**src/rtl/ata_pkg.sv**
```systemverilog
package ata_pkg;

    localparam int TABLE_LEN = 24;
    localparam int ROOT_W    = 25;
    localparam int CW        = 28;
    localparam int ACC_W     = 24;

    typedef logic [ROOT_W-1:0] root_t;

    // Per-lane request and result bundles.
    typedef struct packed {
        logic [ROOT_W-1:0] num;
        logic [ROOT_W-1:0] den;
        logic              negative;
    } lane_req_t;

    typedef struct packed {
        logic signed [14:0] angle;
        logic               undef;
    } lane_res_t;

    function automatic logic [ACC_W-1:0] atan_entry(input logic [4:0] i);
        logic [ACC_W-1:0] r;
        begin
            case (i)
                5'd0:  r = 24'd2949120;
                5'd1:  r = 24'd1740967;
                5'd2:  r = 24'd919879;
                5'd3:  r = 24'd466945;
                5'd4:  r = 24'd234379;
                5'd5:  r = 24'd117304;
                5'd6:  r = 24'd58666;
                5'd7:  r = 24'd29335;
                5'd8:  r = 24'd14668;
                5'd9:  r = 24'd7334;
                5'd10: r = 24'd3667;
                5'd11: r = 24'd1833;
                5'd12: r = 24'd917;
                5'd13: r = 24'd458;
                5'd14: r = 24'd229;
                5'd15: r = 24'd115;
                5'd16: r = 24'd57;
                5'd17: r = 24'd29;
                5'd18: r = 24'd14;
                5'd19: r = 24'd7;
                5'd20: r = 24'd4;
                5'd21: r = 24'd2;
                5'd22: r = 24'd1;
                default: r = 24'd0;
            endcase
            return r;
        end
    endfunction

endpackage

```
**src/rtl/ata_root.sv**
```systemverilog
// Bit-serial integer square root of (a^2 + b^2) << 16, one result bit per
// pass of the restoring loop, one pass per cycle.
module ata_root (
    input  logic                      clk,
    input  logic                      rst_n,
    input  logic                      start,
    input  logic [15:0]               mag_a,
    input  logic [15:0]               mag_b,
    output logic                      done,
    output logic [ata_pkg::ROOT_W-1:0] root
);
    localparam int NW = 50;

    logic [NW-1:0] rem_reg, rem_next;
    logic [NW-1:0] res_reg, res_next;
    logic [NW-1:0] bit_reg, bit_next;
    logic          busy_reg, busy_next;
    logic [NW-1:0] trial;
    logic [31:0]   sq_a, sq_b;
    logic [32:0]   sum_sq;

    assign sq_a   = mag_a * mag_a;
    assign sq_b   = mag_b * mag_b;
    assign sum_sq = {1'b0, sq_a} + {1'b0, sq_b};
    assign trial  = res_reg + bit_reg;

    always_comb
    begin
        rem_next  = rem_reg;
        res_next  = res_reg;
        bit_next  = bit_reg;
        busy_next = busy_reg;
        if (start)
        begin
            rem_next  = {1'b0, sum_sq, 16'd0};
            res_next  = '0;
            bit_next  = {2'b01, {(NW-2){1'b0}}};
            busy_next = 1'b1;
        end
        else if (busy_reg)
        begin
            if (rem_reg >= trial)
            begin
                rem_next = rem_reg - trial;
                res_next = (res_reg >> 1) + bit_reg;
            end
            else
            begin
                res_next = res_reg >> 1;
            end
            bit_next = bit_reg >> 2;
            if (bit_reg[1:0] != 2'b00)
                busy_next = 1'b0;
        end
    end

    always_ff @(posedge clk or negedge rst_n)
    begin
        if (!rst_n)
        begin
            busy_reg <= 1'b0;
            rem_reg  <= '0;
            res_reg  <= '0;
            bit_reg  <= '0;
        end
        else
        begin
            busy_reg <= busy_next;
            rem_reg  <= rem_next;
            res_reg  <= res_next;
            bit_reg  <= bit_next;
        end
    end

    assign done = busy_reg && (bit_reg[1:0] != 2'b00);
    assign root = res_next[ata_pkg::ROOT_W-1:0];
endmodule

```
**config.mk**
```make
export PLATFORM = sky130hd
export DESIGN_NAME = ata_root
export DESIGN_NICKNAME = d
export VERILOG_FILES = /design/src/rtl/ata_pkg.sv /design/src/rtl/ata_root.sv
export SDC_FILE = /design/constraint.sdc
export NUM_CORES = 2
export LEC_CHECK = 0
export BUFFER_PORTS_ARGS = -buffer_cell sky130_fd_sc_hd__buf_2
export CORE_MARGIN = 5
export CORE_UTILIZATION = 45
export DETAILED_ROUTE_END_ITERATION = 6
export GPL_ROUTABILITY_DRIVEN = 0
export GPL_TIMING_DRIVEN = 0
export PLACE_DENSITY = 0.6
export SLEW_MARGIN = 10
export SYNTH_ARGS = -nofsm -noshare
export SYNTH_HDL_FRONTEND = slang
export SYNTH_SLANG_ARGS = --single-unit
```
**constraint.sdc**
```tcl
create_clock -name clk -period 14.9 [get_ports clk]
set_clock_uncertainty 0.2 [all_clocks]
set_input_delay 1.49 -clock clk [delete_from_list [all_inputs] [get_ports clk]]
set_output_delay 1.49 -clock clk [all_outputs]
set_load 0.02 [all_outputs]
```
# Yosys cells after proc, flatten, opt, wreduce, memory -nomap -nowiden
# Index checks and enable logic that the tools add are counted.
totals:
  ff_bits: 151
  input_bits: 35
classes:
  addsub: 4
  multipliers: 2
  magnitude_cmp: 1
  mux: 11
  n_reduce_logical: 5
ops:
  columns: ["operator", "count"]
  rows:
  - ["$mux 50", 8]
  - ["$mul 16x16->32", 2]
  - ["$add 49x50->50", 1]
  - ["$add 50x50->50", 1]
  - ["$ge 50x50->1", 1]
  - ["$sub 50x50->50", 1]
  - ["$add 32x32->33", 1]
  - ["$reduce_bool 2->1", 3]
  - ["$mux 1", 3]
  - ["$reduce_and 2->1", 1]
  - ["$logic_and 1x1->1", 1]

# Longest topological paths before layout
depth:
  depth_word: 5
  depth_mapped: 28

# Worst setup path after synthesis
# OpenSTA, ideal clock, no wires.
synth_timing:
  path_type: "input port to flip-flop"
  startpoint: "in mag_b[4]"
  endpoint: "reg rem_reg[47]"
  arrival_time_ns: 8.165
  required_ns: 14.572
  path_slack_ns: 6.407
  cell_stages: 23
  n_path_buf: 2
  path_cell_list: "clkbuf_1 > clkbuf_1 > nand2_1 > fa_1 > inv_1 > fa_1 > fa_1 > fa_1 > fa_1 > fa_1 > fa_1 > inv_1 > fa_1 > inv_1 > ha_1 > and3_1 > a221o_1 > a31o_2 > a21oi_1 > o21bai_1 > a311oi_1 > mux2i_1 > nor3b_1"
synth_between:
  elab_chain_len: 3
synth_lines:
  columns: ["element", "line_no", "rtl"]
  rows:
  - ["start: declaration", "ata_root.sv:8", "input logic [15:0] mag_b,"]
  - ["$mul 16x16->32", "ata_root.sv:23", "assign sq_b = mag_b * mag_b;"]
  - ["$add 32x32->33", "ata_root.sv:24", "assign sum_sq = {1'b0, sq_a} + {1'b0, sq_b};"]
  - ["$mux 50", "ata_root.sv:33", "if (start)"]
  - ["end signal: assignment", "ata_root.sv:69", "rem_reg <= rem_next;"]
  - ["end: declaration", "ata_root.sv:14", "logic [NW-1:0] rem_reg, rem_next;"]
# Every way passes these cells.
# A chain may end at the register's enable or synchronous reset.

# Worst setup path after layout
# Ends and elaborated chain as after synthesis.

==> metrics.md <==
| Metric | Value |
|---|---|
| Outcome | finished clean |
| Cell area after layout | 29170 µm² |
| Crit share post-route | 0.6491 |
| Drt via density | 5.646 |
| CP max stage delay | 0.61 ns |
| Startpoint Class | input pin |
| Antenna violations before repair | 0 |
| Post-CTS resize count | 0 |
| Hold depth | 2 |
| Post-synthesis mux area share | 0.01996 |
| Drt wl/cell | 20.18 µm |
| Reg2reg end | rem_reg[38] |
| Hold-critical path endpoint | rem_reg[5] |
| Critical Path Sink Type | flop |
| Number of synthesized flops with an enable pin | 0 |
| Complex-gate fraction of the synthesized area | 0.1514 |
| CTS Buf Count | 17 |
| Critical path's most frequent cell | fa_1 |
| Crit-path cells | buf_2 -> clkbuf_1 -> clkbuf_1 -> nand2_1 -> fa_1 -> inv_1 -> fa_1 -> fa_1 -> fa_1 -> fa_1 -> fa_1 -> fa_1 -> inv_1 -> fa_1 -> inv_1 -> ha_1 -> and3_1 -> a221o_1 -> a31o_2 -> a21oi_1 -> o21bai_1 -> a311oi_1 -> mux2i_1 -> nor3b_1 |
| HP Class | reg -> reg |
| Die height | 256.1 µm |
| Area Overhead vs Synth | 6.998% |
| Final setup viols | 0 |
| First-pass detailed-route iteration total | 6 |
| Register area share after synthesis | 0.1156 |
| Synth Area in XOR/XNOR | 0.04947 |
| Highest clock rate | 103.4 MHz |
| Final Hold Vio Count | 0 |
| Reg2reg setup slack | 7.18 ns |
| GRT Resource Usage Total | 0.2448 |
| CP Data Required Time | 15.03 ns |
| Synth warn | 0 |
| Mapped Nets | 3847 |
| Mapped cell area | 27260 µm² |
| Layout cells sized above 1 | 0.06065 |
| Worst-margin pin slew | 1.327 ns |
| Number of distinct library cells after synthesis | 90 |
| Reg2Reg Depth | 22 |
| Die Wd | 256.1 µm |
| Synth Area in Adders | 0.4212 |
| Crit Path Class | in -> reg |
| Post-Route WL | 80.67 mm |
| Placed cell area | 28570 µm² |
| Largest net degree at the start of global routing | 82 |
| Site Rows | 90 |
| RSZ-0062 raised after global routing | false |
| Sequential cell area | 3153 µm² |
| Clock Tree Buf Depth | 2 |
| Fin nets | 3925 |
| DRC errors left | 0 |
| Initial Utilization | 0.4534 |
| DRT antenna net count | 0 |
| Postcts setup bufs | 0 |
| Core area | 60130 µm² |
| Asr flop ratio synth | 1.000 |
| Area of the multi-input gates | 21390 µm² |
| Port bufs | 58 |
| Ant. Diodes | 0 |
| MaxCap Viol Count | 0 |
| H-tree depth reported by CTS | 4 |
| First-pass GRT wire length | 128.9 mm |
| CP max-delay cell | clkbuf_1 |
| Synth Register Bits | 126 |
| Io pins | 61 |
| Final worst path period need | 9.672 ns |
| Cells after synthesis | 3124 |
| Final Slew Violations | 0 |
| CTS Sinks | 126 |
| Worst-path clk slew | 0.06 ns |
| Simple-gate area share of the yosys netlist | 0.1424 |
| Die area | 65610 µm² |
| DP Wirelength | 67.67 mm |
| Largest family of logic cells by synthesized area | adder cells |
| Vias | 22570 |
| Hold buffer count at cts | 0 |
| Vias in the first global route | 23200 |
| Crit-path max FO | 10 |
| Setup TNS | 0 ns |
| Relative slew slack | 0.1115 |
| Origin of the critical flop-to-flop path | res_reg[10] |
| Worst hold start | rem_reg[5] |
| Clock latency on the worst-skew pair | 0.46 ns |
| Crit path DAT | 9.81 ns |
| Filler Cell Count | 5848 |
| CTS tree | done |
| Synth Flop Type | dfrtp_1 |
| Avg Cell Area, Syn | 8.728 µm² |
| Clock Root Buffer | clkbuf_16 |
| Remaining global-route overflow | 0 |
| Initial drt markers | 1879 |
==> critical path: cells and delay by family <==
kind | cells | cell delay (ns)
fa+ha+maj | 9 | 4.37
compound gates | 5 | 1.71
mux | 1 | 0.23
buf+inv | 6 | 1.43
simple gates | 3 | 0.56
==> kinds of logic (layout without fill, tap and decap cells) <==
group / count (synthesis) / in the layout
DFF: 126 / 126
adders and majority gates: 688 / 688
muxes: 54 / 54
and+or+nand+nor: 807 / 807
xor gates and xnor gates: 154 / 154
AOI/OAI and AO/OA: 612 / 612
buffers and inverters: 683 / 774
==> cells in the final DEF (no fill, tap or decap), types with 22 or more instances in the layout <==
| master | n |
|---|---|
| nor2_1 | 183 |
| nor3_1 | 30 |
| a31oi_1 | 59 |
| nand4_1 | 39 |
| nand2_1 | 282 |
| fa_1 | 383 |
| and2_1 | 141 |
| xnor2_1 | 97 |
| a21oi_1 | 138 |
| dfrtp_1 | 126 |
| buf_2 | 69 |
| buf_4 | 33 |
| a21o_1 | 60 |
| o21ai_0 | 102 |
| mux2i_1 | 51 |
| o21bai_1 | 26 |
| inv_1 | 526 |
| a211oi_1 | 40 |
| o31ai_1 | 22 |
| ha_1 | 305 |
| nand3_1 | 27 |
| xor2_1 | 57 |
| clkbuf_1 | 104 |
==> how the worst max path moves through the flow <==
stage                         from          end  slack [ns]  cells past startpoint
after global routing      mag_b[4]  rem_reg[47]        4.89                     24
after detailed placement  mag_b[4]  rem_reg[47]        4.75                     24
final                     mag_b[4]  rem_reg[47]        5.23                     24
after floorplan           mag_b[4]  rem_reg[47]        6.41                     23
after global placement    mag_b[4]  rem_reg[47]        4.82                     24
after CTS                 mag_b[4]  rem_reg[47]        5.18                     24
==> area by class of cell <==
class / instances / area share
Buffer: 157 / 0.02565
Clock buffer: 19 / 0.01518
Clock inverter: 13 / 0.005576
Inverter: 526 / 0.06768
Multi-Input combinational cell: 2315 / 0.7332
Sequential cell: 126 / 0.1081
Tap cell: 782 / 0.03354
Timing Repair Buffer: 59 / 0.01111
==> Yosys cell counts (51+ instances only) <==
master / n / area (µm²)
clkbuf_1: 103 / 386.6
fa_1: 383 / 7667
inv_1: 526 / 1974
xnor2_1: 97 / 849.6
nor2_1: 183 / 686.9
nand2_1: 282 / 1059
ha_1: 305 / 3816
dfrtp_1: 126 / 3153
a21oi_1: 138 / 690.7
mux2i_1: 51 / 510.5
xor2_1: 57 / 499.2
a31oi_1: 59 / 369.1
a21o_1: 60 / 450.4
o21ai_0: 102 / 510.5
and2_1: 141 / 882.1
==> metal layers <==
layer | GRT usage | part of all wire
met5 | 0 | 0
met2 | 0.4103 | 0.48
met4 | 0.07046 | 0.028
met1 | 0.3347 | 0.43
met3 | 0.03196 | 0.063
==> per-stage QoR <==
step / worst slack, ns / utilization / std cells / hold WS, ns
global placement: 4.821 / 0.4745 / 3964 / 0.3125
global route: 4.895 / 0.4851 / 3997 / 0.3548
finish: 5.228 / 0.4851 / 3997 / 0.3298
CTS: 5.184 / 0.4851 / 3997 / 0.3297
floorplan: 6.407 / - / 3124 / 0.2886
detailed placement: 4.746 / 0.4751 / 3965 / 0.3216
Power is not shown: default switching activity piles up to over one toggle a cycle in this logic, so the estimate is an artifact.
